--- src/design/i2cms_pkg.sv ---
`default_nettype none
package i2cms_pkg;

	localparam logic [2:0] CMD_IDLE  = 3'd0;
	localparam logic [2:0] CMD_START = 3'd1;
	localparam logic [2:0] CMD_STOP  = 3'd2;
	localparam logic [2:0] CMD_WRITE = 3'd3;
	localparam logic [2:0] CMD_READ  = 3'd4;
	localparam logic [2:0] CMD_PROBE = 3'd5;
	localparam logic [2:0] CMD_CHECK = 3'd6;

	localparam logic [5:0] PHASES_START = 6'd3;
	localparam logic [5:0] PHASES_STOP  = 6'd3;
	localparam logic [5:0] PHASES_WRITE = 6'd27;
	localparam logic [5:0] PHASES_READ  = 6'd18;
	localparam logic [5:0] PHASES_CHECK = 6'd4;
	localparam logic [5:0] PHASES_PROBE = PHASES_START + PHASES_WRITE + PHASES_STOP;
	localparam logic [5:0] WRITE_ACK_PHASE = 6'd25;
	localparam logic [5:0] WRITE_DATA_PHASES = 6'd24;
	localparam logic [5:0] READ_DATA_PHASES = 6'd16;

	localparam logic [7:0] PHASE_TICKS_RESET = 8'd40;

	localparam logic [2:0] LINE_OK            = 3'd0;
	localparam logic [2:0] LINE_SCL_NO_LOW    = 3'd1;
	localparam logic [2:0] LINE_SCL_STUCK_LOW = 3'd2;
	localparam logic [2:0] LINE_SDA_NO_LOW    = 3'd3;
	localparam logic [2:0] LINE_SDA_STUCK_LOW = 3'd4;

	localparam int APB_ADDR_W = 3;
	localparam int APB_DATA_W = 32;
	localparam logic [0:0] REG_PHASE_TICKS = 1'b0;

	typedef struct packed {
		logic [2:0] opcode;
		logic [7:0] tx_byte;
		logic       master_ack;
		logic       sda_in;
		logic       scl_in;
	} cmd_item_t;

	typedef struct packed {
		logic       scl_drive;
		logic       sda_drive;
		logic       busy_res;
		logic       done_res;
		logic [7:0] rx_byte;
		logic       nack;
		logic [2:0] line_status;
		logic       rejected;
	} res_item_t;

endpackage
`default_nettype wire

--- src/design/i2cms_cmd_if.sv ---
`default_nettype none
interface i2cms_cmd_if;
	logic                 valid;
	logic                 ready;
	i2cms_pkg::cmd_item_t data;

	modport source (output valid, output data, input ready);
	modport sink (input valid, input data, output ready);
endinterface
`default_nettype wire

--- src/design/i2cms_res_if.sv ---
`default_nettype none
interface i2cms_res_if;
	logic                 valid;
	logic                 ready;
	i2cms_pkg::res_item_t data;

	modport source (output valid, output data, input ready);
	modport sink (input valid, input data, output ready);
endinterface
`default_nettype wire

--- src/design/i2c_master_bit_sequencer_top.sv ---
// channel | dir | handshake    | payload
// cmd     | in  | valid/ready  | opcode, tx_byte, master_ack, sda_in, scl_in (one tick)
// res     | out | valid/ready  | scl_drive, sda_drive, busy_res, done_res, rx_byte,
//         |     |              | nack, line_status, rejected (one per tick)
// apb     | in  | psel/penable | phase_ticks at byte address 0, pready always high
//
// One tick per cycle while res is not stalled: a transfer enters the input register,
// then the sequencer state and the result register update together from it.
// The result is valid from the result register until res takes it.
// A stalled res holds the result register; the input register takes a tick only if empty.
// arst_n clears the sequencer to idle with both lines released and phase_ticks at 40.
`default_nettype none
module i2c_master_bit_sequencer_top (
	input  wire logic                               clk,
	input  wire logic                               arst_n,
	i2cms_cmd_if.sink                               cmd,
	i2cms_res_if.source                             res,
	input  wire logic                               psel,
	input  wire logic                               penable,
	input  wire logic                               pwrite,
	input  wire logic [i2cms_pkg::APB_ADDR_W-1:0]   paddr,
	input  wire logic [i2cms_pkg::APB_DATA_W-1:0]   pwdata,
	output logic      [i2cms_pkg::APB_DATA_W-1:0]   prdata,
	output logic                                    pready
);
	import i2cms_pkg::*;

	function automatic logic [1:0] drive_start(input logic [5:0] p, input logic scl,
			input logic sda);
		logic [1:0] r;
		r = {scl, sda};
		if (p == 6'd0) r = 2'b11;
		else if (p == 6'd1) r[0] = 1'b0;
		else r[1] = 1'b0;
		return r;
	endfunction

	function automatic logic [1:0] drive_stop(input logic [5:0] p, input logic scl,
			input logic sda);
		logic [1:0] r;
		r = {scl, sda};
		if (p == 6'd0) r[0] = 1'b0;
		else if (p == 6'd1) r[1] = 1'b1;
		else r[0] = 1'b1;
		return r;
	endfunction

	function automatic logic [1:0] drive_write(input logic [5:0] p, input logic [1:0] sub,
			input logic wbit, input logic scl, input logic sda);
		logic [1:0] r;
		r = {scl, sda};
		if (p < WRITE_DATA_PHASES) begin
			if (sub == 2'd0) r[0] = wbit;
			else if (sub == 2'd1) r[1] = 1'b1;
			else r[1] = 1'b0;
		end else if (p == WRITE_DATA_PHASES) begin
			r[0] = 1'b1;
		end else if (p == WRITE_ACK_PHASE) begin
			r[1] = 1'b1;
		end else begin
			r[1] = 1'b0;
		end
		return r;
	endfunction

	function automatic logic [1:0] drive_phase(input logic [2:0] c, input logic [5:0] p,
			input logic [1:0] sub, input logic wbit, input logic ackc, input logic scl,
			input logic sda);
		logic [1:0] r;
		r = {scl, sda};
		case (c)
			CMD_START: r = drive_start(p, scl, sda);
			CMD_STOP:  r = drive_stop(p, scl, sda);
			CMD_WRITE: r = drive_write(p, sub, wbit, scl, sda);
			CMD_READ: begin
				if (p < READ_DATA_PHASES) begin
					if (!p[0]) begin
						if (p == 6'd0) r[0] = 1'b1;
						r[1] = 1'b1;
					end else begin
						r[1] = 1'b0;
					end
				end else if (p == READ_DATA_PHASES) begin
					r = {1'b1, ~ackc};
				end else begin
					r[1] = 1'b0;
				end
			end
			CMD_PROBE: begin
				if (p < PHASES_START) r = drive_start(p, scl, sda);
				else if (p < PHASES_START + PHASES_WRITE)
					r = drive_write(p - PHASES_START, sub, wbit, scl, sda);
				else r = drive_stop(p - PHASES_START - PHASES_WRITE, scl, sda);
			end
			CMD_CHECK: begin
				if (p == 6'd0) r[1] = 1'b0;
				else if (p == 6'd1) r[1] = 1'b1;
				else if (p == 6'd2) r[0] = 1'b0;
				else r[0] = 1'b1;
			end
			default: r = {scl, sda};
		endcase
		return r;
	endfunction

	function automatic logic [5:0] phase_total(input logic [2:0] c);
		logic [5:0] r;
		case (c)
			CMD_START: r = PHASES_START;
			CMD_STOP:  r = PHASES_STOP;
			CMD_WRITE: r = PHASES_WRITE;
			CMD_READ:  r = PHASES_READ;
			CMD_PROBE: r = PHASES_PROBE;
			CMD_CHECK: r = PHASES_CHECK;
			default:   r = 6'd0;
		endcase
		return r;
	endfunction

	// configuration
	logic [7:0] phase_ticks_q;
	logic       cfg_wr;

	assign pready = 1'b1;
	assign cfg_wr = psel && penable && pwrite && (paddr[2] == REG_PHASE_TICKS);

	always_ff @(posedge clk or negedge arst_n) begin
		if (!arst_n) begin
			phase_ticks_q <= PHASE_TICKS_RESET;
		end else if (cfg_wr) begin
			phase_ticks_q <= pwdata[7:0];
		end
	end

	always_comb begin
		prdata = '0;
		if (paddr[2] == REG_PHASE_TICKS) prdata[7:0] = phase_ticks_q;
	end

	// input register and handshake
	cmd_item_t item_s1;
	logic      valid_s1;
	res_item_t out_data_q;
	logic      out_valid_q;
	logic      advance;

	assign advance   = valid_s1 && (!out_valid_q || res.ready);
	assign cmd.ready = !valid_s1 || advance;

	always_ff @(posedge clk or negedge arst_n) begin
		if (!arst_n) begin
			valid_s1 <= 1'b0;
		end else if (cmd.ready) begin
			valid_s1 <= cmd.valid;
		end
	end

	always_ff @(posedge clk) begin
		if (cmd.ready && cmd.valid) item_s1 <= cmd.data;
	end

	// sequencer state
	logic [2:0] act_q, act_n;
	logic [5:0] ph_q, ph_n;
	logic [7:0] tk_q, tk_n;
	logic [7:0] sh_q, sh_n;
	logic       scl_q, scl_n, sda_q, sda_n;
	logic       ack_q, ack_n, ackc_q, ackc_n;
	logic [2:0] code_q, code_n;
	logic [7:0] rx_q, rx_n;
	logic [1:0] sub_q, sub_n;
	logic [2:0] bit_q, bit_n;
	logic       done, rej, early, op_valid, phase_end;
	logic [6:0] nxt;
	logic [1:0] lv;
	logic [2:0] code;

	assign op_valid  = (item_s1.opcode >= CMD_START) && (item_s1.opcode <= CMD_CHECK);
	assign phase_end = ({1'b0, tk_q} + 9'd1) >= {1'b0, phase_ticks_q};
	assign nxt       = {1'b0, ph_q} + 7'd1;

	always_comb begin
		act_n  = act_q;
		ph_n   = ph_q;
		tk_n   = tk_q;
		sh_n   = sh_q;
		scl_n  = scl_q;
		sda_n  = sda_q;
		ack_n  = ack_q;
		ackc_n = ackc_q;
		code_n = code_q;
		rx_n   = rx_q;
		sub_n  = sub_q;
		bit_n  = bit_q;
		done   = 1'b0;
		rej    = 1'b0;
		early  = 1'b0;
		code   = LINE_OK;
		lv     = {scl_q, sda_q};
		if (act_q == CMD_IDLE) begin
			if (op_valid) begin
				act_n = item_s1.opcode;
				ph_n  = 6'd0;
				tk_n  = 8'd0;
				sub_n = 2'd0;
				bit_n = 3'd0;
				if (item_s1.opcode == CMD_WRITE || item_s1.opcode == CMD_PROBE)
					sh_n = item_s1.tx_byte;
				else if (item_s1.opcode == CMD_READ)
					sh_n = 8'd0;
				if (item_s1.opcode == CMD_READ) ackc_n = item_s1.master_ack;
				lv = drive_phase(item_s1.opcode, 6'd0, 2'd0, item_s1.tx_byte[7], ackc_n,
					scl_q, sda_q);
				scl_n = lv[1];
				sda_n = lv[0];
			end
		end else begin
			rej = op_valid;
			if (phase_end) begin
				// sample at the end of the current phase
				if (act_q == CMD_WRITE && ph_q == WRITE_ACK_PHASE) begin
					ack_n = item_s1.sda_in;
				end else if (act_q == CMD_PROBE && ph_q == PHASES_START + WRITE_ACK_PHASE) begin
					ack_n = item_s1.sda_in;
				end else if (act_q == CMD_READ && ph_q < READ_DATA_PHASES && !ph_q[0]) begin
					sh_n = {sh_q[6:0], item_s1.sda_in};
				end else if (act_q == CMD_CHECK) begin
					if (ph_q == 6'd0 && item_s1.scl_in) code = LINE_SCL_NO_LOW;
					else if (ph_q == 6'd1 && !item_s1.scl_in) code = LINE_SCL_STUCK_LOW;
					else if (ph_q == 6'd2 && item_s1.sda_in) code = LINE_SDA_NO_LOW;
					else if (ph_q == 6'd3 && !item_s1.sda_in) code = LINE_SDA_STUCK_LOW;
					if (code != LINE_OK || ph_q == 6'd3) begin
						code_n = code;
						early  = 1'b1;
					end
				end
				tk_n = 8'd0;
				if (early || nxt >= {1'b0, phase_total(act_q)}) begin
					if (act_q == CMD_READ) begin
						rx_n  = sh_n;
						sda_n = 1'b1;
					end
					act_n = CMD_IDLE;
					ph_n  = 6'd0;
					done  = 1'b1;
				end else begin
					ph_n = nxt[5:0];
					// track bit and sub-phase of the byte-write section
					if (act_q == CMD_PROBE && nxt[5:0] == PHASES_START) begin
						sub_n = 2'd0;
						bit_n = 3'd0;
					end else if (sub_q == 2'd2) begin
						sub_n = 2'd0;
						bit_n = bit_q + 3'd1;
					end else begin
						sub_n = sub_q + 2'd1;
					end
					lv = drive_phase(act_q, nxt[5:0], sub_n, sh_q[3'd7 - bit_n], ackc_q,
						scl_q, sda_q);
					scl_n = lv[1];
					sda_n = lv[0];
				end
			end else begin
				tk_n = tk_q + 8'd1;
			end
		end
	end

	always_ff @(posedge clk or negedge arst_n) begin
		if (!arst_n) begin
			act_q  <= CMD_IDLE;
			ph_q   <= 6'd0;
			tk_q   <= 8'd0;
			sh_q   <= 8'd0;
			scl_q  <= 1'b1;
			sda_q  <= 1'b1;
			ack_q  <= 1'b0;
			ackc_q <= 1'b0;
			code_q <= LINE_OK;
			rx_q   <= 8'd0;
			sub_q  <= 2'd0;
			bit_q  <= 3'd0;
		end else if (advance) begin
			act_q  <= act_n;
			ph_q   <= ph_n;
			tk_q   <= tk_n;
			sh_q   <= sh_n;
			scl_q  <= scl_n;
			sda_q  <= sda_n;
			ack_q  <= ack_n;
			ackc_q <= ackc_n;
			code_q <= code_n;
			rx_q   <= rx_n;
			sub_q  <= sub_n;
			bit_q  <= bit_n;
		end
	end

	// result register
	always_ff @(posedge clk or negedge arst_n) begin
		if (!arst_n) begin
			out_valid_q <= 1'b0;
		end else if (advance) begin
			out_valid_q <= 1'b1;
		end else if (res.ready) begin
			out_valid_q <= 1'b0;
		end
	end

	always_ff @(posedge clk) begin
		if (advance) begin
			out_data_q.scl_drive   <= scl_n;
			out_data_q.sda_drive   <= sda_n;
			out_data_q.busy_res    <= (act_n != CMD_IDLE);
			out_data_q.done_res    <= done;
			out_data_q.rx_byte     <= rx_n;
			out_data_q.nack        <= ack_n;
			out_data_q.line_status <= code_n;
			out_data_q.rejected    <= rej;
		end
	end

	assign res.valid = out_valid_q;
	assign res.data  = out_data_q;

endmodule
`default_nettype wire

--- src/flat_wrapper.sv ---
// flat-port wrapper written by rule: the top's interface ports become plain ports
module i2c_master_bit_sequencer_top_flat import i2cms_pkg::*;
  (clk, arst_n, psel, penable, pwrite, paddr, pwdata, prdata, pready, cmd_valid, cmd_data, cmd_ready, res_valid, res_data, res_ready);
  i2cms_cmd_if cmd_i ();
  i2cms_res_if res_i ();
  input  wire logic clk;
  input  wire logic arst_n;
  input  wire logic psel;
  input  wire logic penable;
  input  wire logic pwrite;
  input  wire logic [i2cms_pkg::APB_ADDR_W-1:0] paddr;
  input  wire logic [i2cms_pkg::APB_DATA_W-1:0] pwdata;
  output logic      [i2cms_pkg::APB_DATA_W-1:0] prdata;
  output logic pready;
  input wire logic [$bits(cmd_i.valid)-1:0] cmd_valid;
  input wire logic [$bits(cmd_i.data)-1:0] cmd_data;
  output wire logic [$bits(cmd_i.ready)-1:0] cmd_ready;
  output wire logic [$bits(res_i.valid)-1:0] res_valid;
  output wire logic [$bits(res_i.data)-1:0] res_data;
  input wire logic [$bits(res_i.ready)-1:0] res_ready;
  assign cmd_i.valid = cmd_valid;
  assign cmd_i.data = cmd_data;
  assign cmd_ready = cmd_i.ready;
  assign res_valid = res_i.valid;
  assign res_data = res_i.data;
  assign res_i.ready = res_ready;
  i2c_master_bit_sequencer_top u_core (.clk(clk), .arst_n(arst_n), .cmd(cmd_i), .res(res_i), .psel(psel), .penable(penable), .pwrite(pwrite), .paddr(paddr), .pwdata(pwdata), .prdata(prdata), .pready(pready));
endmodule
--- config.mk ---
export PLATFORM = sky130hd
export DESIGN_NAME = i2c_master_bit_sequencer_top_flat
export DESIGN_NICKNAME = d
export VERILOG_FILES = /design/src/design/i2cms_pkg.sv /design/src/design/i2cms_cmd_if.sv /design/src/design/i2cms_res_if.sv /design/src/design/i2c_master_bit_sequencer_top.sv /design/src/flat_wrapper.sv
export SDC_FILE = /design/constraint.sdc
export NUM_CORES = 1
export LEC_CHECK = 0
export BUFFER_PORTS_ARGS = -buffer_cell sky130_fd_sc_hd__buf_4
export CAP_MARGIN = 20
export CORE_MARGIN = 10
export CORE_UTILIZATION = 25
export CTS_CLUSTER_SIZE = 10
export DETAILED_ROUTE_END_ITERATION = 10
export GPL_TIMING_DRIVEN = 0
export MAX_ROUTING_LAYER = met4
export RECOVER_POWER = 25
export REMOVE_ABC_BUFFERS = 1
export SLEW_MARGIN = 10
export SYNTH_ARGS = -nofsm -noshare
export SYNTH_HDL_FRONTEND = slang
export SYNTH_SLANG_ARGS = --single-unit
export TNS_END_PERCENT = 10
--- constraint.sdc ---
create_clock -name clk -period 8 [get_ports clk]
set_input_delay 1.6 -clock clk [delete_from_list [all_inputs] [get_ports clk]]
set_output_delay 1.6 -clock clk [all_outputs]
set_load 0.01 [all_outputs]
==> flow_summary.toml, run 1 <==
[final_layout]
area_delta_synth_final_pct = 13.8
share_of_final_layout_standard_cells_stronger_than_drive_strength_1_pct = 19.6
nets = 717
fillerInstances = 2480
post-route-cell-area_um2 = 6790
antenna_cells_inserted = 0

[pwr]
peakVddDrop_uv = 123
total_leakage_power_nw = 2.80
powerDensity_nw_per_um2 = 305

[worst_setup_path]
critical_path.n_buffers_inverters = 1
cells_traversed_along_the_worst_timing_path = "ha_1 -> nand3_1 -> xor2_2 -> inv_1 -> ha_1 -> a21o_1 -> nand2_1 -> and3_4 -> nand4_1 -> a2111o_1 -> a31oi_1 -> o21ai_1"
slowest_delay_ns = 0.86
crit_type = "reg2reg"
critPathTopFamily = "adder cells"
end_kind = "register"
cp_data_arrival_time_ns = 4.51
critPathMaxFanout = 22
cp_slowest_cell = "dfrtp_1"
cp.required_ns = 8.07
startpoint_type = "register"
timing.critical_path.mode_cell = "ha_1"

[floorplan]
coreArea_um2 = 23500
floorplan.die.height_um = 174
die-area_um2 = 30400
initial_core_util_pct = 25.4
core.rowCount = 56
die-width_um = 174
ios = 108

[sta]
layout_min_cycle_time_ns = 4.44
fin_ws_ns = 3.56
tns_ns = 0
hold_viol = 0
slew_violations = 56
final_clock_period_utilization_by_the_worst_path_pct = 55.5
max_freq_ghz = 0.225
worst_slew_pin_slew_ns = 3.03
clock_skew_ns = 0.00917
setup_viol = 0
maxSlewHeadroom_pct = -102
rsz0062_at_grt = "no"

[clock_tree]
h-tree-depth = 3
clk-insertion-delay-late_ns = 0.35
cts_tree = "yes"
cts_root_buffer = "clkbuf_16"
clock_path_buffers = 2
cts.reportedPaths.clkPinSlew_ns = 0.06
cts-buffers-inserted = 9
post-cts-setup-buffers = 0
cts_hold_repair.buffers = 0
cts_resized = 0
cts_num_sinks = 86

[placed_design]
finalWeightedCongestion = 0.871
dpl_cell_area_um2 = 6480
portBuffers = 56
place.detailed.hpwl_um = 10800
detailedPlace.worstSlack_ns = 3.48

[yosys]
synth.most_common_cell = "nand2_1"
portion_of_synthesized_cell_area_occupied_by_the_leading_cell_type_pct = 21.4
synth_enable_flop_cells = 31
main_synth_ff_type = "dfrtp_1"
synth_sequential_area_ratio_pct = 38.8
yosys-top-cells-count = "57 x nand2_1, 51 x dfrtp_1, 34 x nor2_1, 31 x edfxtp_1, 30 x buf_4"
post_syn_instances = 609
synth.cell_area_um2 = 5960
synthDominantAreaCellType = "dfrtp_1"
ys_top_cells_by_area = "dfrtp_1 21%, edfxtp_1 16%, ha_1 4.8%, a22o_1 3.8%, buf_4 3.8%"
ys_warn_count = 0
async_reset_ff_share_pct = 64.0
synth.avg_cell_area_um2 = 9.79
synth.lib_cells_used.distinct = 89
synth-seq-cells = 86

[grt]
initial_antenna_violation_count = 0
pin_count_of_the_biggest_net_entering_global_routing = 56
wire_length_of_the_first_global_routing_pass_um = 24100
track_usage_pct = 9.82
overflow = 0
first_global_vias = 4508

[status]
run_status = "finished, violations left"
failing_checks = "max-capacitance violations, max-slew violations"

[min_path]
hold_class = "reg2reg"

[routing]
drt-met1-wl_um = 7000
wl_per_cell_um = 15.3
drcViolationCount = 0
antenna_left = 0
via_count = 4671
post_drt_via_cell_ratio = 4.86
wl_met3_um = 792
highest_layer = "met4"
totalWireLength_um = 14700
detail_route.first_pass.iterations = 5
drt-initial-drc-count = 317
wl_met2_um = 6710

[run]
cap_violations = 1
final timing paths:
check | slack, ns | from | endpoint | cells past startpoint
max in group asynchronous | 4.05 | arst_n | u_core.rx_q[5]$_DFFE_PN0P_ | 1
min in group asynchronous | 2.24 | arst_n | u_core.code_q[0]$_DFFE_PN0P_ | 1
setup / recovery | 3.56 | u_core.ph_q[0]$_DFFE_PN0P_ | u_core.res.data[16]$_DFFE_PP_ | 12
hold reg to reg | 0.48 | u_core.rx_q[5]$_DFFE_PN0P_ | u_core.rx_q[5]$_DFFE_PN0P_ | 2
setup reg to reg | 3.56 | u_core.ph_q[0]$_DFFE_PN0P_ | u_core.res.data[16]$_DFFE_PP_ | 12
hold / removal | 0.48 | u_core.rx_q[5]$_DFFE_PN0P_ | u_core.rx_q[5]$_DFFE_PN0P_ | 2
layer usage:
metal	vias to the layer above	global-route usage, %
li1	2264	-
met1	2245	13.0
met2	146	14.8
met3	16	1.86
met4	0	3.14
met5	-	-
registers in the layout (all words and copies together) (netlist names), 6 cells and up:
signal,count
u_core.rx_q,8
u_core.item_s1,14
u_core.res.data,17
u_core.ph_q,6
u_core.phase_ticks_q,8
u_core.sh_q,8
u_core.tk_q,8
kinds of logic after synthesis:
logic type	synth area share [%]
muxes	5.18
AOI/OAI and AO/OA	21.2
other	0.126
DFF	38.8
buffers and inverters	8.06
adders and majority gates	4.83
and+or+nand+nor	17.7
xor gates and xnor gates	4.20
placed cells by master (no fill, tap or decap), types with 4 or more instances in the layout:
master | netlist | final
buf_4 | 30 | 41
o21ai_2 | 11 | 11
a41oi_1 | 4 | 4
nand2b_1 | 12 | 12
a21oi_1 | 19 | 19
nand2_1 | 57 | 57
o31ai_1 | 8 | 8
xor2_1 | 7 | 7
o21a_1 | 5 | 5
o21ai_0 | 24 | 24
and3_1 | 6 | 6
dfrtp_1 | 51 | 51
and2_1 | 7 | 7
nand3_1 | 19 | 19
a21o_1 | 5 | 5
or3_1 | 4 | 4
nor3_1 | 18 | 18
mux2_2 | 15 | 15
a31oi_1 | 7 | 7
o21ai_1 | 7 | 7
edfxtp_1 | 31 | 31
xnor2_1 | 12 | 12
clkbuf_4 | 0 | 15
mux2i_1 | 14 | 14
nor2_1 | 34 | 34
ha_1 | 23 | 23
nand4_1 | 5 | 5
clkbuf_16 | 0 | 9
a22o_1 | 26 | 26
inv_1 | 18 | 18
o2bb2ai_1 | 4 | 4
conb_1 | 2 | 25
dfstp_2 | 4 | 4
nor2b_1 | 5 | 5
nand3b_1 | 7 | 7
worst register-to-register path, cell delays in order (launching register included):
cell and delay [ns]:
dfrtp_1 0.86, ha_1 0.79, nand3_1 0.25, xor2_2 0.48, inv_1 0.10, ha_1 0.34
a21o_1 0.16, nand2_1 0.08, and3_4 0.21, nand4_1 0.13, a2111o_1 0.43, a31oi_1 0.20
o21ai_1 0.14
metrics by stage:
step                      hold WS (ns)  total power [W]  instances  util, %
final                            0.475          0.00207        962     28.9
after global routing             0.490          0.00222        962     28.9
after CTS                        0.480          0.00208        961     28.9
after detailed placement         0.465          0.00164        945     27.6
after global placement           0.459          0.00163        944     27.5
after floorplan                  0.450          0.00136        569        -
cell type report:
cell class / instances / area, um^2 / area share, %
sequential: 86 / 2310 / 34.1
inverter: 20 / 75.1 / 1.11
clock inverter: 6 / 71.3 / 1.05
timing repair buffer: 58 / 435 / 6.41
tap: 319 / 399 / 5.88
clock buffer: 10 / 229 / 3.37
multi-input combinational: 463 / 3270 / 48.1
power breakdown:
| group | internal [W] | leakage (nW) | switching (W) |
|---|---|---|---|
| clock network | 0.000244 | 0.139 | 0.000184 |
| registers | 0.000551 | 1.02 | 0.000159 |
| logic | 0.000403 | 1.65 | 0.000527 |
Power figures use the tool's default switching activity.
==> run 2, diff against run 1 <==
- clock period: 8 -> 3.8 ns (I/O delays scaled with it)
==> run 2 against run 1 <==
Effect of this change:
- the flow now finishes without violations
- global-route usage about the same
- register-to-register slack worse by 3.4 ns
- final area up 0.88%
- cell count down 0.10%
- die area unchanged
- combinational power up 110%
- sequential cell count unchanged
- core utilization up 0.26 points
- power up 110%
- routed wire length up 0.23%
- largest power group unchanged
- highest routed layer unchanged
==> flow_summary.toml, run 2 (synthesis results as in run 1) <==
[status]
run_status = "finished clean"

[min_path]
hold_class = "reg2reg"
holdPathStages = 2

[run]
cap_violations = 0

[worst_setup_path]
end_kind = "register"
cells_traversed_along_the_worst_timing_path = "ha_4 -> nand3_1 -> xor2_4 -> inv_1 -> ha_1 -> a21o_1 -> nand2_1 -> and3_4 -> nand4_1 -> a2111o_1 -> a31oi_1 -> o21ai_1"
crit_type = "reg2reg"
timing.critical_path.depth = 12
reg2reg_depth = 12
cp.required_ns = 3.87
critPathMaxFanout = 22
critical_path.n_buffers_inverters = 1
cp_data_arrival_time_ns = 3.66
slowest_delay_ns = 0.60
cp_slowest_cell = "dfrtp_4"
critPathTopFamily = "compound AO/OA/AOI/OAI gates"
startpoint_type = "register"

[final_layout]
nets = 716
layout.cells.most_common_list = "57 x nand2_1, 46 x dfrtp_1, 40 x buf_4"
final_cells = 961
area_delta_synth_final_pct = 14.8
fillerInstances = 2474
area.sequential_um2 = 2320
max_reg_flops = 17
layout.cells.most_common = "nand2_1"
finalCoreUtilization_pct = 29.2
antenna_cells_inserted = 0
share_of_final_layout_standard_cells_stronger_than_drive_strength_1_pct = 21.0
area_taken_by_multi_input_logic_gates_um2 = 3320

[pwr]
total_leakage_power_nw = 2.80
power.share.sequential_pct = 34.3
power.share.combinational_pct = 45.1
power.internal_w = 0.00254
share_clk_of_total_power_pct = 20.6
p_switching_w = 0.00185
powerDensity_nw_per_um2 = 641
switching_share_pct = 42.2
peakVddDrop_uv = 262

[sta]
final_clock_period_utilization_by_the_worst_path_pct = 94.6
clock_skew_ns = 0.0110
fin_ws_ns = 0.206
rsz0062_at_grt = "yes"
slew_violations = 0
max_freq_ghz = 0.278
layout_min_cycle_time_ns = 3.59
hold_viol = 0
worst_slew_pin_slew_ns = 1.42
setup_viol = 0
maxSlewHeadroom_pct = 5.16

[floorplan]
initial_core_util_pct = 25.4
floorplan.die.height_um = 174
core.rowCount = 56
coreArea_um2 = 23500
die-area_um2 = 30400
ios = 108
die-width_um = 174

[clock_tree]
cts_root_buffer = "clkbuf_16"
cts_hold_repair.buffers = 0
cts-buffers-inserted = 9
cts_tree = "yes"
post-cts-setup-buffers = 0
cts.reportedPaths.clkPinSlew_ns = 0.07
cts_num_sinks = 86
h-tree-depth = 3
clock_path_buffers = 2
clk-insertion-delay-late_ns = 0.35

[placed_design]
finalWeightedCongestion = 0.871
portBuffers = 56
numPlacedInstances = 945
detailedPlace.worstSlack_ns = -0.618
place.detailed.hpwl_um = 10800

[routing]
drt-initial-drc-count = 325
wl_per_cell_um = 15.3
antenna_left = 0
via_count = 4649
detail_route.first_pass.iterations = 5
totalWireLength_um = 14700
drcViolationCount = 0
post_drt_via_cell_ratio = 4.84

[grt]
pin_count_of_the_biggest_net_entering_global_routing = 56
wire_length_of_the_first_global_routing_pass_um = 24100
overflow = 0
first_global_vias = 4514
track_usage_pct = 9.82
initial_antenna_violation_count = 0
-- run 2: cell count changes in the layout (fill, tap and decap cells not counted), sizes merged --
cell,before,now
buf,42,41
-- run 2: stage by stage --
stage	TNS [ns]	hold WS [ns]	total power, W	cell area (um^2)
3_5_place_dp	-10.11	0.465	0.00345	6480
3_3_place_gp	-8.39	0.459	0.00343	6460
2_1_floorplan	0	0.450	0.00287	5640
4_1_cts	-0.0252	0.480	0.00439	6810
5_1_grt	-0.0163	0.490	0.00471	6850
6_report	0	0.475	0.00439	6850
-- run 2: timing repair --
action,CTS,global route
pin swaps,0,0
hold endpoints to repair,0,0
setup endpoints to repair,42,21
resized for setup,5,9
-- run 2: area by class of cell --
cell class / instances / share of cell area, %
Clock buffer: 10 / 3.34
Clock inverter: 6 / 1.04
Inverter: 20 / 1.10
Multi-Input combinational cell: 463 / 48.5
Sequential cell: 86 / 33.9
Tap cell: 319 / 5.83
Timing Repair Buffer: 57 / 6.27
-- run 2: final timing paths --
kind | from | end | slack [ns]
max reg2reg | u_core.ph_q[0]$_DFFE_PN0P_ | u_core.res.data[16]$_DFFE_PP_ | 0.21
min | u_core.rx_q[5]$_DFFE_PN0P_ | u_core.rx_q[5]$_DFFE_PN0P_ | 0.48
max | u_core.ph_q[0]$_DFFE_PN0P_ | u_core.res.data[16]$_DFFE_PP_ | 0.21
min in group asynchronous | arst_n | u_core.code_q[0]$_DFFE_PN0P_ | 0.74
max in group asynchronous | arst_n | u_core.ph_q[0]$_DFFE_PN0P_ | 2.06
min reg2reg | u_core.rx_q[5]$_DFFE_PN0P_ | u_core.rx_q[5]$_DFFE_PN0P_ | 0.48
-- run 2: power groups by stage --
stage | clock [W] | combinational [W] | sequential (W)
finish | 0.000903 | 0.00198 | 0.00151
detailed placement | 0 | 0.00194 | 0.00151
floorplan | 0 | 0.00146 | 0.00141
global route | 0.000959 | 0.00220 | 0.00155
global placement | 0 | 0.00192 | 0.00151
CTS | 0.000930 | 0.00196 | 0.00149
-- run 2: per-layer routing --
metal,up-vias,part of all wire [%],track usage (%)
met1,2237,48,13.1
met3,10,4.8,1.86
li1,2267,-,-
met4,0,1.2,3.14
met5,-,0,-
met2,135,46,14.8
-- run 2: tightest hold or removal path, delay by kind of cell, from the launching register on --
kind            cells  cell delay [ns]
flops               1             0.34
simple gates        1             0.06
compound gates      1             0.05
==> run 3, diff against run 2 <==
- GPL_TIMING_DRIVEN: 0 -> not set
==> run 3 against run 2 <==
Effect of this change:
- power is 0.66% higher
- combinational power up 5%
- core utilization is 0.29 points higher
- die area stayed put
- sequential cell count stayed put
- setup slack better by 0.24 ns
- register-to-register slack better by 0.24 ns
- clock skew increased by 0.0010 ns
- sequential share of layout area shrank 0.46 points
- global-route usage is 0.17 points higher
==> flow_summary.toml, run 3 (synthesis results as in run 1) <==
[run]
cap_violations = 0

[final_layout]
layout.cells.most_common_list = "57 x nand2_1, 56 x buf_4, 51 x dfrtp_1"
area_delta_synth_final_pct = 16.0
max_reg_flops = 17
antenna_cells_inserted = 0
layout.cells.most_common = "nand2_1"
nets = 732
share_of_final_layout_standard_cells_stronger_than_drive_strength_1_pct = 21.9
final_cells = 977

[clock_tree]
cts_num_sinks = 86
cts_tree = "yes"
cts_root_buffer = "clkbuf_16"
clk-insertion-delay-late_ns = 0.35
h-tree-depth = 3
clock_path_buffers = 2
cts-buffers-inserted = 9
cts_resized = 0
cts_hold_repair.buffers = 0
post-cts-setup-buffers = 0
cts.reportedPaths.clkPinSlew_ns = 0.07

[pwr]
peakVddDrop_uv = 321
powerDensity_nw_per_um2 = 639
total_leakage_power_nw = 2.89

[grt]
initial_antenna_violation_count = 0
fraction_of_met2_tracks_used_by_global_routing_pct = 15.0
grt.busiest_layer = "met2"
track_usage_pct = 10.0
first_global_vias = 4602
pin_count_of_the_biggest_net_entering_global_routing = 56
wire_length_of_the_first_global_routing_pass_um = 24400
overflow = 0
met1_global_route_usage_pct = 13.2
met3_usage_pct = 2.21

[worst_setup_path]
end_kind = "register"
cp_slowest_cell = "dfrtp_1"
cp_data_arrival_time_ns = 3.60
critPathMaxFanout = 14
slowest_delay_ns = 0.44
cells_traversed_along_the_worst_timing_path = "ha_1 -> nand2_1 -> nor2_1 -> xor2_1 -> ha_1 -> a211o_1 -> nor3_1 -> o21ai_2 -> o21bai_1 -> buf_4 -> a21o_1 -> nor2_1 -> a22o_1"
crit_type = "reg2reg"
critPathTopFamily = "compound AO/OA/AOI/OAI gates"
critical_path.n_buffers_inverters = 1
startpoint_type = "register"
cp.required_ns = 4.04

[placed_design]
portBuffers = 56
finalWeightedCongestion = 0.869
numPlacedInstances = 961
place.detailed.hpwl_um = 11200

[status]
run_status = "finished clean"

[floorplan]
core.rowCount = 56
die-area_um2 = 30400
die-width_um = 174
ios = 108
initial_core_util_pct = 25.4
floorplan.die.height_um = 174
coreArea_um2 = 23500

[routing]
antenna_left = 0
totalWireLength_um = 15100
drt-initial-drc-count = 287
via_count = 4666
wl_per_cell_um = 15.4
post_drt_via_cell_ratio = 4.78
detail_route.first_pass.iterations = 5
drcViolationCount = 0

[sta]
tns_ns = 0
layout_min_cycle_time_ns = 3.36
worst_slew_pin_slew_ns = 1.48
maxSlewHeadroom_pct = 1.41
hold_viol = 0
max_freq_ghz = 0.298
clock_skew_ns = 0.0121
slew_violations = 0
final_clock_period_utilization_by_the_worst_path_pct = 88.3
rsz0062_at_grt = "no"
setup_viol = 0

[min_path]
hold_class = "reg2reg"
## run 3: routing by layer
layer | wire (um) | share of wire, %
met1 | 7280 | 48
met2 | 6820 | 45
met3 | 777 | 5.2
met4 | 189 | 1.3
met5 | 0 | 0
## run 3: cell type report
class,count,area (um^2)
fillers,2460,16600
multi-input cells,463,3270
flip-flops and latches,86,2310
repair buffers,73,558
well taps,319,399
clock buffers,9,225
clock inverters,7,76.3
inverters,20,75.1
## run 3: through the flow
step           setup WS, ns  instance area, um^2  hold WS (ns)  total power [W]  util, %
3_3_place_gp          0.247                 6610         0.460          0.00350     28.2
6_report              0.444                 6920         0.478          0.00442     29.5
2_1_floorplan         0.258                 5640         0.450          0.00287        -
3_5_place_dp          0.220                 6610         0.466          0.00353     28.2
4_1_cts               0.199                 6910         0.482          0.00444     29.5
5_1_grt               0.125                 6920         0.500          0.00475     29.5
## run 3: power breakdown
group	switching [W]	internal [W]
combinational	0.00118	0.000900
clock	0.000428	0.000466
sequential	0.000281	0.00116
## run 3: path summary, 6_finish.rpt
kind                                            startpoint  slack, ns                     endpoint  cells after the start
worst max register to register  u_core.tk_q[0]$_DFFE_PN0P_       0.44  u_core.bit_q[0]$_DFFE_PN0P_                     13
worst max-delay path            u_core.tk_q[0]$_DFFE_PN0P_       0.44  u_core.bit_q[0]$_DFFE_PN0P_                     13
worst min-delay path            u_core.rx_q[6]$_DFFE_PN0P_       0.48   u_core.rx_q[6]$_DFFE_PN0P_                      2
min in group asynchronous                           arst_n       0.77   u_core.ph_q[3]$_DFFE_PN0P_                      1
worst min register to register  u_core.rx_q[6]$_DFFE_PN0P_       0.48   u_core.rx_q[6]$_DFFE_PN0P_                      2
max in group asynchronous                           arst_n       2.16   u_core.tk_q[5]$_DFFE_PN0P_                      1
## run 3: worst reg2reg max path, cell delays in order, from the launching register on
cell,delay [ns]
dfrtp_1,0.44
ha_1,0.25
nand2_1,0.06
nor2_1,0.16
xor2_1,0.23
ha_1,0.29
a211o_1,0.32
nor3_1,0.22
o21ai_2,0.19
o21bai_1,0.25
buf_4,0.26
a21o_1,0.23
nor2_1,0.11
a22o_1,0.23
